**src/flvtd_pkg.sv**
```systemverilog
`timescale 1ns / 1ps
`default_nettype none
// -----------------------------------------------------------------------------
// FLV tag deframer package
// Shared widths, phase codes, register indexes and the result beat type.
// -----------------------------------------------------------------------------
package flvtd_pkg;

  localparam int unsigned ByteW  = 8;
  localparam int unsigned SizeW  = 24;
  localparam int unsigned StampW = 32;
  localparam int unsigned ClassW = 2;
  localparam int unsigned CfgIdxW = 2;
  localparam int unsigned PhaseW = 3;

  localparam logic [PhaseW-1:0] PhFile    = 3'd0;
  localparam logic [PhaseW-1:0] PhTagHdr  = 3'd1;
  localparam logic [PhaseW-1:0] PhPayload = 3'd2;
  localparam logic [PhaseW-1:0] PhTrailer = 3'd3;
  localparam logic [PhaseW-1:0] PhDead    = 3'd4;

  localparam logic [CfgIdxW-1:0] RegAudio   = 2'd0;
  localparam logic [CfgIdxW-1:0] RegVideo   = 2'd1;
  localparam logic [CfgIdxW-1:0] RegMeta    = 2'd2;
  localparam logic [CfgIdxW-1:0] RegMetaAlt = 2'd3;

  localparam logic [ByteW-1:0] AudioCodeRst   = 8'd8;
  localparam logic [ByteW-1:0] VideoCodeRst   = 8'd9;
  localparam logic [ByteW-1:0] MetaCodeRst    = 8'd18;
  localparam logic [ByteW-1:0] MetaAltCodeRst = 8'd15;

  localparam logic [ClassW-1:0] ClsAudio = 2'd0;
  localparam logic [ClassW-1:0] ClsVideo = 2'd1;
  localparam logic [ClassW-1:0] ClsMeta  = 2'd2;

  localparam logic [ByteW-1:0] SigF      = 8'h46;
  localparam logic [ByteW-1:0] SigL      = 8'h4C;
  localparam logic [ByteW-1:0] SigV      = 8'h56;
  localparam logic [ByteW-1:0] HdrOffset = 8'h09;
  localparam int unsigned      AudioBit  = 2;
  localparam int unsigned      VideoBit  = 0;

  localparam logic [SizeW-1:0] FileHdrLast = 24'd12;
  localparam logic [SizeW-1:0] TagHdrLast  = 24'd10;
  localparam logic [SizeW-1:0] TrailerLast = 24'd3;

  typedef struct packed {
    logic [ByteW-1:0] audio;
    logic [ByteW-1:0] video;
    logic [ByteW-1:0] meta;
    logic [ByteW-1:0] meta_alt;
  } codes_t;

  typedef struct packed {
    logic              header_error;
    logic [ByteW-1:0]  payload_byte;
    logic [ClassW-1:0] tag_class;
    logic [SizeW-1:0]  tag_size;
    logic [StampW-1:0] timestamp;
    logic              first_of_tag;
    logic              last_of_tag;
    logic              has_audio;
    logic              has_video;
  } res_t;

endpackage
`default_nettype wire

```
**src/flvtd_stream_if.sv**
```systemverilog
`timescale 1ns / 1ps
`default_nettype none
// -----------------------------------------------------------------------------
// FLV tag deframer channels
// Input byte channel and result channel, valid/ready handshake.
// -----------------------------------------------------------------------------
interface flvtd_in_if;
  logic                        valid;
  logic                        ready;
  logic [flvtd_pkg::ByteW-1:0] in_byte;

  modport source (output valid, output in_byte, input ready);
  modport sink   (input valid, input in_byte, output ready);
endinterface

interface flvtd_out_if;
  logic                         valid;
  logic                         ready;
  logic                         header_error;
  logic [flvtd_pkg::ByteW-1:0]  payload_byte;
  logic [flvtd_pkg::ClassW-1:0] tag_class;
  logic [flvtd_pkg::SizeW-1:0]  tag_size;
  logic [flvtd_pkg::StampW-1:0] timestamp;
  logic                         first_of_tag;
  logic                         last_of_tag;
  logic                         has_audio;
  logic                         has_video;

  modport source (
    output valid, output header_error, output payload_byte, output tag_class,
    output tag_size, output timestamp, output first_of_tag, output last_of_tag,
    output has_audio, output has_video, input ready
  );
  modport sink (
    input valid, input header_error, input payload_byte, input tag_class,
    input tag_size, input timestamp, input first_of_tag, input last_of_tag,
    input has_audio, input has_video, output ready
  );
endinterface
`default_nettype wire

```
**src/flvtd_parser.sv**
```systemverilog
`timescale 1ns / 1ps
`default_nettype none
// -----------------------------------------------------------------------------
// FLV tag deframer parser
// Phase and count registers; one byte per step gives the next state and at
// most one result beat.
// -----------------------------------------------------------------------------
module flvtd_parser (
  input  wire logic                        clk_i,
  input  wire logic                        rst_ni,
  input  wire logic                        step_i,
  input  wire logic [flvtd_pkg::ByteW-1:0] byte_i,
  input  wire flvtd_pkg::codes_t           codes_i,
  output logic                             res_valid_o,
  output flvtd_pkg::res_t                  res_o
);

  logic [flvtd_pkg::PhaseW-1:0] phase_q, phase_d;
  logic [flvtd_pkg::SizeW-1:0]  cnt_q, cnt_d;
  logic [flvtd_pkg::ByteW-1:0]  type_q, type_d;
  logic [flvtd_pkg::SizeW-1:0]  size_q, size_d;
  logic [flvtd_pkg::StampW-1:0] stamp_q, stamp_d;
  logic                         bad_q, bad_d;
  logic                         audio_q, audio_d;
  logic                         video_q, video_d;

  logic [flvtd_pkg::SizeW-1:0]  cnt_inc;
  logic [flvtd_pkg::SizeW:0]    cnt_next_w;
  logic                         is_last;
  logic                         cls_hit;
  logic [flvtd_pkg::ClassW-1:0] cls;

  assign cnt_inc    = cnt_q + 1'b1;
  assign cnt_next_w = {1'b0, cnt_q} + 1'b1;
  assign is_last    = (cnt_next_w >= {1'b0, size_q});

  always_comb begin
    cls_hit = 1'b1;
    cls     = flvtd_pkg::ClsAudio;
    if (type_q == codes_i.audio) begin
      cls = flvtd_pkg::ClsAudio;
    end else if (type_q == codes_i.video) begin
      cls = flvtd_pkg::ClsVideo;
    end else if (type_q == codes_i.meta || type_q == codes_i.meta_alt) begin
      cls = flvtd_pkg::ClsMeta;
    end else begin
      cls_hit = 1'b0;
    end
  end

  always_comb begin
    phase_d     = phase_q;
    cnt_d       = cnt_q;
    type_d      = type_q;
    size_d      = size_q;
    stamp_d     = stamp_q;
    bad_d       = bad_q;
    audio_d     = audio_q;
    video_d     = video_q;
    res_valid_o = 1'b0;
    res_o       = '0;

    case (phase_q)
      flvtd_pkg::PhFile: begin
        case (cnt_q)
          24'd0: if (byte_i != flvtd_pkg::SigF) bad_d = 1'b1;
          24'd1: if (byte_i != flvtd_pkg::SigL) bad_d = 1'b1;
          24'd2: if (byte_i != flvtd_pkg::SigV) bad_d = 1'b1;
          24'd4: begin
            audio_d = byte_i[flvtd_pkg::AudioBit];
            video_d = byte_i[flvtd_pkg::VideoBit];
          end
          24'd5, 24'd6, 24'd7: if (byte_i != '0) bad_d = 1'b1;
          24'd8: if (byte_i != flvtd_pkg::HdrOffset) bad_d = 1'b1;
          default: ;
        endcase
        if (cnt_q >= flvtd_pkg::FileHdrLast) begin
          cnt_d = '0;
          if (bad_q) begin
            phase_d            = flvtd_pkg::PhDead;
            res_valid_o        = 1'b1;
            res_o.header_error = 1'b1;
          end else begin
            phase_d = flvtd_pkg::PhTagHdr;
          end
        end else begin
          cnt_d = cnt_inc;
        end
      end

      flvtd_pkg::PhTagHdr: begin
        case (cnt_q)
          24'd0: type_d = byte_i;
          24'd1: size_d[23:16] = byte_i;
          24'd2: size_d[15:8] = byte_i;
          24'd3: size_d[7:0] = byte_i;
          24'd4: stamp_d[23:16] = byte_i;
          24'd5: stamp_d[15:8] = byte_i;
          24'd6: stamp_d[7:0] = byte_i;
          24'd7: stamp_d[31:24] = byte_i;
          default: ;
        endcase
        if (cnt_q >= flvtd_pkg::TagHdrLast) begin
          cnt_d   = '0;
          phase_d = (size_q == '0) ? flvtd_pkg::PhTrailer : flvtd_pkg::PhPayload;
        end else begin
          cnt_d = cnt_inc;
        end
      end

      flvtd_pkg::PhPayload: begin
        if (is_last) begin
          cnt_d   = '0;
          phase_d = flvtd_pkg::PhTrailer;
        end else begin
          cnt_d = cnt_inc;
        end
        res_valid_o        = cls_hit;
        res_o.payload_byte = byte_i;
        res_o.tag_class    = cls;
        res_o.tag_size     = size_q;
        res_o.timestamp    = stamp_q;
        res_o.first_of_tag = (cnt_q == '0);
        res_o.last_of_tag  = is_last;
        res_o.has_audio    = audio_q;
        res_o.has_video    = video_q;
      end

      flvtd_pkg::PhTrailer: begin
        if (cnt_q >= flvtd_pkg::TrailerLast) begin
          cnt_d   = '0;
          phase_d = flvtd_pkg::PhTagHdr;
        end else begin
          cnt_d = cnt_inc;
        end
      end

      default: ;
    endcase
  end

  always_ff @(posedge clk_i or negedge rst_ni) begin
    if (!rst_ni) begin
      phase_q <= flvtd_pkg::PhFile;
      cnt_q   <= '0;
      type_q  <= '0;
      size_q  <= '0;
      stamp_q <= '0;
      bad_q   <= 1'b0;
      audio_q <= 1'b0;
      video_q <= 1'b0;
    end else if (step_i) begin
      phase_q <= phase_d;
      cnt_q   <= cnt_d;
      type_q  <= type_d;
      size_q  <= size_d;
      stamp_q <= stamp_d;
      bad_q   <= bad_d;
      audio_q <= audio_d;
      video_q <= video_d;
    end
  end

endmodule
`default_nettype wire

```
**src/flv_tag_deframer_core.sv**
```systemverilog
`timescale 1ns / 1ps
`default_nettype none
// -----------------------------------------------------------------------------
// FLV tag deframer core
// Checks the file header, parses tag headers and passes on payload bytes of
// audio, video and metadata tags with their tag attributes.
// -----------------------------------------------------------------------------
// channel   dir  beat                       notes
// in_i      in   one raw stream byte        valid/ready
// out_o     out  one payload or error beat  valid/ready, registered
// cfg       in   register write             we/idx/data, no back-pressure
//
// One byte per cycle; a result is in the output register the cycle after its
// byte is taken. A byte is taken while the output register is empty or being
// drained in the same cycle. Reset restarts the file header check and restores
// the default tag codes.
// After a header error, bytes are still taken and dropped.
// -----------------------------------------------------------------------------
module flv_tag_deframer_core (
  input  wire logic                          clk_i,
  input  wire logic                          rst_ni,
  flvtd_in_if.sink                           in_i,
  flvtd_out_if.source                        out_o,
  input  wire logic                          cfg_we_i,
  input  wire logic [flvtd_pkg::CfgIdxW-1:0] cfg_idx_i,
  input  wire logic [flvtd_pkg::ByteW-1:0]   cfg_data_i
);

  flvtd_pkg::codes_t codes_q;
  flvtd_pkg::res_t   res;
  flvtd_pkg::res_t   res_q;
  logic              res_valid;
  logic              out_valid_q;
  logic              step;

  assign in_i.ready = !out_valid_q || out_o.ready;
  assign step       = in_i.valid && in_i.ready;

  always_ff @(posedge clk_i or negedge rst_ni) begin
    if (!rst_ni) begin
      codes_q.audio    <= flvtd_pkg::AudioCodeRst;
      codes_q.video    <= flvtd_pkg::VideoCodeRst;
      codes_q.meta     <= flvtd_pkg::MetaCodeRst;
      codes_q.meta_alt <= flvtd_pkg::MetaAltCodeRst;
    end else if (cfg_we_i) begin
      case (cfg_idx_i)
        flvtd_pkg::RegAudio:   codes_q.audio    <= cfg_data_i;
        flvtd_pkg::RegVideo:   codes_q.video    <= cfg_data_i;
        flvtd_pkg::RegMeta:    codes_q.meta     <= cfg_data_i;
        flvtd_pkg::RegMetaAlt: codes_q.meta_alt <= cfg_data_i;
        default: ;
      endcase
    end
  end

  flvtd_parser u_parser (
    .clk_i       (clk_i),
    .rst_ni      (rst_ni),
    .step_i      (step),
    .byte_i      (in_i.in_byte),
    .codes_i     (codes_q),
    .res_valid_o (res_valid),
    .res_o       (res)
  );

  always_ff @(posedge clk_i or negedge rst_ni) begin
    if (!rst_ni) begin
      out_valid_q <= 1'b0;
    end else if (in_i.ready) begin
      out_valid_q <= step && res_valid;
    end
  end

  always_ff @(posedge clk_i) begin
    if (step && res_valid) begin
      res_q <= res;
    end
  end

  assign out_o.valid        = out_valid_q;
  assign out_o.header_error = res_q.header_error;
  assign out_o.payload_byte = res_q.payload_byte;
  assign out_o.tag_class    = res_q.tag_class;
  assign out_o.tag_size     = res_q.tag_size;
  assign out_o.timestamp    = res_q.timestamp;
  assign out_o.first_of_tag = res_q.first_of_tag;
  assign out_o.last_of_tag  = res_q.last_of_tag;
  assign out_o.has_audio    = res_q.has_audio;
  assign out_o.has_video    = res_q.has_video;

endmodule
`default_nettype wire

```
**src/flat_wrapper.sv**
```systemverilog
// flat-port wrapper written by rule: the top's interface ports become plain ports
module flv_tag_deframer_core_flat 
  (clk_i, rst_ni, cfg_we_i, cfg_idx_i, cfg_data_i, in_i_valid, in_i_in_byte, in_i_ready, out_o_valid, out_o_header_error, out_o_payload_byte, out_o_tag_class, out_o_tag_size, out_o_timestamp, out_o_first_of_tag, out_o_last_of_tag, out_o_has_audio, out_o_has_video, out_o_ready);
  flvtd_in_if in_i_i ();
  flvtd_out_if out_o_i ();
  input  wire logic clk_i;
  input  wire logic rst_ni;
  input  wire logic cfg_we_i;
  input  wire logic [flvtd_pkg::CfgIdxW-1:0] cfg_idx_i;
  input  wire logic [flvtd_pkg::ByteW-1:0] cfg_data_i;
  input wire logic [$bits(in_i_i.valid)-1:0] in_i_valid;
  input wire logic [$bits(in_i_i.in_byte)-1:0] in_i_in_byte;
  output wire logic [$bits(in_i_i.ready)-1:0] in_i_ready;
  output wire logic [$bits(out_o_i.valid)-1:0] out_o_valid;
  output wire logic [$bits(out_o_i.header_error)-1:0] out_o_header_error;
  output wire logic [$bits(out_o_i.payload_byte)-1:0] out_o_payload_byte;
  output wire logic [$bits(out_o_i.tag_class)-1:0] out_o_tag_class;
  output wire logic [$bits(out_o_i.tag_size)-1:0] out_o_tag_size;
  output wire logic [$bits(out_o_i.timestamp)-1:0] out_o_timestamp;
  output wire logic [$bits(out_o_i.first_of_tag)-1:0] out_o_first_of_tag;
  output wire logic [$bits(out_o_i.last_of_tag)-1:0] out_o_last_of_tag;
  output wire logic [$bits(out_o_i.has_audio)-1:0] out_o_has_audio;
  output wire logic [$bits(out_o_i.has_video)-1:0] out_o_has_video;
  input wire logic [$bits(out_o_i.ready)-1:0] out_o_ready;
  assign in_i_i.valid = in_i_valid;
  assign in_i_i.in_byte = in_i_in_byte;
  assign in_i_ready = in_i_i.ready;
  assign out_o_valid = out_o_i.valid;
  assign out_o_header_error = out_o_i.header_error;
  assign out_o_payload_byte = out_o_i.payload_byte;
  assign out_o_tag_class = out_o_i.tag_class;
  assign out_o_tag_size = out_o_i.tag_size;
  assign out_o_timestamp = out_o_i.timestamp;
  assign out_o_first_of_tag = out_o_i.first_of_tag;
  assign out_o_last_of_tag = out_o_i.last_of_tag;
  assign out_o_has_audio = out_o_i.has_audio;
  assign out_o_has_video = out_o_i.has_video;
  assign out_o_i.ready = out_o_ready;
  flv_tag_deframer_core u_core (.clk_i(clk_i), .rst_ni(rst_ni), .in_i(in_i_i), .out_o(out_o_i), .cfg_we_i(cfg_we_i), .cfg_idx_i(cfg_idx_i), .cfg_data_i(cfg_data_i));
endmodule
```
**config.mk**
```make
export PLATFORM = sky130hd
export DESIGN_NAME = flv_tag_deframer_core_flat
export DESIGN_NICKNAME = d
export VERILOG_FILES = /design/src/flvtd_pkg.sv /design/src/flvtd_stream_if.sv /design/src/flvtd_parser.sv /design/src/flv_tag_deframer_core.sv /design/src/flat_wrapper.sv
export SDC_FILE = /design/constraint.sdc
export NUM_CORES = 1
export LEC_CHECK = 0
export BUFFER_PORTS_ARGS = -buffer_cell sky130_fd_sc_hd__buf_2
export CAP_MARGIN = 20
export CORE_UTILIZATION = 33
export DETAILED_ROUTE_END_ITERATION = 10
export PLACE_DENSITY = 0.54
export RECOVER_POWER = 25
export SYNTH_ARGS = -nofsm -noshare
export SYNTH_HDL_FRONTEND = slang
export SYNTH_SLANG_ARGS = --single-unit
```
**constraint.sdc**
```tcl
create_clock -name clk_i -period 10.3 [get_ports clk_i]
set_clock_uncertainty 0.15 [all_clocks]
set_input_delay 0.515 -clock clk_i [delete_from_list [all_inputs] [get_ports clk_i]]
set_output_delay 0.515 -clock clk_i [all_outputs]
set_load 0.01 [all_outputs]
```
==> metrics.txt <==
outcome finished, violations left; violated checks max-capacitance violations, max-slew violations; Worst Hold Path EP u_core.codes_q[21]; Final WS setup 5.292 ns; DRT Pass-1 Iters 4; startpoint types register; vias in the first global route 5,824; count of different cell masters after synthesis 52; largest net degree at the start of global routing 67; clock tree sinks 198; Post-CTS Setup Bufs 0; floorplan row count 61; Finish-stage setup viols 0; clock latency on the worst-skew pair 0.45 ns; hold path startpoint cfg_data_i[5]; clock buffer count from CTS 17; critical path class reg2reg; share of layout cells above drive strength 1 26.37%; worst hold path type in2reg; via count 5,804; CTS tree yes; FF-to-FF path depth 12; Worst-path clk slew 0.08 ns; Hold Slack 0.1969 ns; worst reg2reg path startpoint u_core.u_parser.cnt_q[2]; wire per inst 16.74 um; fin crit period 5.008 ns; FF+latch count, synth 198; Routed Antenna Nets 0; sequential fraction of the synthesis area 56.62%; grt total ovfl 0; DRT Wirelength 20,680 um; I/O pin cnt 96; Cell Area, Synth 9398 sq um; # DRC 0; PostCTS Resize Cnt 0; ys flop type dfrtp_1; placer congestion estimate 0.7881; mean post-synth cell area 12.32 sq um; CP max FO 21; port bufs 95; Post-Syn Nets 814; fmax 199.7 MHz; first-pass GRT wire length 32,870 um; Hold Buf Count CTS 0; Max Buffers Root-to-Sink 2; initial antenna violation count 0; Synth top area share 31.42%; Synth area leader dfrtp_1; detailed placer's ending HPWL 14,270 um; maximum vdd drop 0.0001170 V; GR Util All Layers 14.90%; Layout area overhead 15.16%; Critical Path AT 5.16 ns; final core utilization 38.74%; worst-margin pin slew 3.504 ns; DIE AREA 29,160 sq um; PwrDens 146.3 nW/um^2; DRT iter0 DRCs 366; Setup Total Neg Slack 0 ns; CTS Root Cell clkbuf_16; Mapped Cells 763; CP required 10.45 ns; Die Span X 170.8 um; reg-to-reg slack, setup 5.29 ns; fraction of registers with async set/reset 64.14%; H-tree depth 4; max cap viols 1; final hold vios 0; ant diodes 0; Fillers 2,744; largest cells by area after synthesis dfrtp_1 (31%), edfxtp_1 (23%), mux2_2 (12%); leak pwr 4.684 nW; pre-CTS setup slack 5.310 ns; RSZ-0062 raised after global routing no; die height 170.8 um; Layout Nets 895; core area 27,930 sq um; initial core utilization 33.64%; Max Slew Vio Count 63; Worst Hold Depth 2; Tot Pwr 1.583 mW; Slew headroom -133.6%; DR vias/cell 4.700; Crit. End Element register; fin crit share 48.63%; number of synthesized flops with an enable pin 71; synth warn 0; R2R Path End u_core.u_parser.cnt_q[12]
-- synthesized netlist by cell type, types with 2 or more instances --
master / number
nand3b_1: 2
a211oi_1: 4
a21o_1: 2
and2_1: 44
nor2_1: 46
nand3_1: 23
buf_2: 7
buf_1: 6
a21oi_1: 34
o31a_1: 2
xnor2_1: 55
clkbuf_1: 28
o21ai_0: 8
o21a_1: 2
nand3_2: 4
ha_1: 28
nor3_1: 3
and3_1: 8
mux2_2: 98
nor3b_1: 3
nor4_1: 15
dfstp_2: 9
or4_1: 2
o41ai_1: 2
edfxtp_1: 71
nand4_1: 17
xor2_1: 21
o21bai_1: 2
inv_1: 32
nand2_1: 31
nand3b_2: 3
mux2i_1: 4
o31ai_1: 3
nand2b_1: 9
dfrtp_1: 118
-- layer usage --
layer	wire [um]	vias to the layer above	GRT usage, %
li1	-	2842	-
met4	359	0	4.975
met5	0	-	0
met1	10170	2838	20.57
met3	734	21	3.077
met2	9412	103	23.23
-- kinds of logic after synthesis --
| logic type | Yosys count | synth area share (%) |
|---|---|---|
| and+or+nand+nor | 216 | 12.74 |
| DFF | 198 | 56.62 |
| muxes | 102 | 12.17 |
| xor gates and xnor gates | 76 | 7.083 |
| buffers and inverters | 73 | 3.009 |
| AOI/OAI and AO/OA | 70 | 4.647 |
| adders and majority gates | 28 | 3.728 |
-- state kept, by name, summed over array words and instances, names as in the netlist, 2 cells and up --
name                       flops
u_core.codes_q                32
u_core.out_o.payload_byte      8
u_core.out_o.tag_class         2
u_core.out_o.tag_size         24
u_core.out_o.timestamp        32
u_core.u_parser.cnt_q         24
u_core.u_parser.phase_q        3
u_core.u_parser.size_q        24
u_core.u_parser.stamp_q       32
u_core.u_parser.type_q         8
-- critical path: stages, from the launching register on --
cell,delay (ns)
dfrtp_1,0.79
nand4_1,0.22
or4_1,0.66
nor2_1,0.40
nand3_1,0.15
xnor2_1,0.14
ha_1,0.32
nand4_1,0.14
or4_1,0.58
a2111o_1,0.43
a31oi_2,0.57
buf_8,0.23
a21oi_1,0.08
-- worst max path at each step --
stage	start	slack [ns]	depth (start not counted)	endpoint
floorplan	u_core.u_parser.type_q[1]	3.15	6	u_core.out_o.first_of_tag
global placement	u_core.u_parser.cnt_q[2]	5.01	11	u_core.u_parser.cnt_q[0]
detailed placement	u_core.u_parser.cnt_q[2]	5.31	12	u_core.u_parser.cnt_q[14]
CTS	u_core.u_parser.cnt_q[2]	5.28	12	u_core.u_parser.cnt_q[14]
global route	u_core.u_parser.cnt_q[2]	4.90	12	u_core.u_parser.cnt_q[14]
finish	u_core.u_parser.cnt_q[2]	5.29	12	u_core.u_parser.cnt_q[12]
-- through the flow --
step	std cells	cell area, sq um
final	1235	10820
after global routing	1235	10820
after floorplan	763	9398
after detailed placement	1202	10260
after CTS	1234	10840
after global placement	1201	10250
-- power by group --
part	leakage [nW]	switching, mW	total [mW]	internal [mW]
clock	0.282	0.326	0.651	0.325
combinational	1.94	0.0374	0.0764	0.0390
sequential	2.46	0.0161	0.856	0.840
-- layout make-up --
| cell class | count | area, sq um | area share, % |
|---|---|---|---|
| sequential | 198 | 5321 | 49.17 |
| clock inverter | 13 | 141.4 | 1.306 |
| tap | 378 | 473.0 | 4.370 |
| timing repair buffer | 103 | 525.5 | 4.855 |
| inverter | 32 | 120.1 | 1.110 |
| multi-input combinational | 492 | 3809 | 35.19 |
| clock buffer | 19 | 432.9 | 4.000 |
-- layout by cell type (no fill, tap or decap), types with 23 or more instances in the layout --
| cell type | Yosys | final |
|---|---|---|
| a21oi_1 | 34 | 34 |
| and2_1 | 44 | 44 |
| buf_2 | 7 | 68 |
| clkbuf_1 | 28 | 30 |
| dfrtp_1 | 118 | 118 |
| edfxtp_1 | 71 | 71 |
| ha_1 | 28 | 28 |
| inv_1 | 32 | 32 |
| mux2_2 | 98 | 98 |
| nand2_1 | 31 | 31 |
| nand3_1 | 23 | 23 |
| nor2_1 | 46 | 45 |
| xnor2_1 | 55 | 55 |
Power figures use the tool's default switching activity.
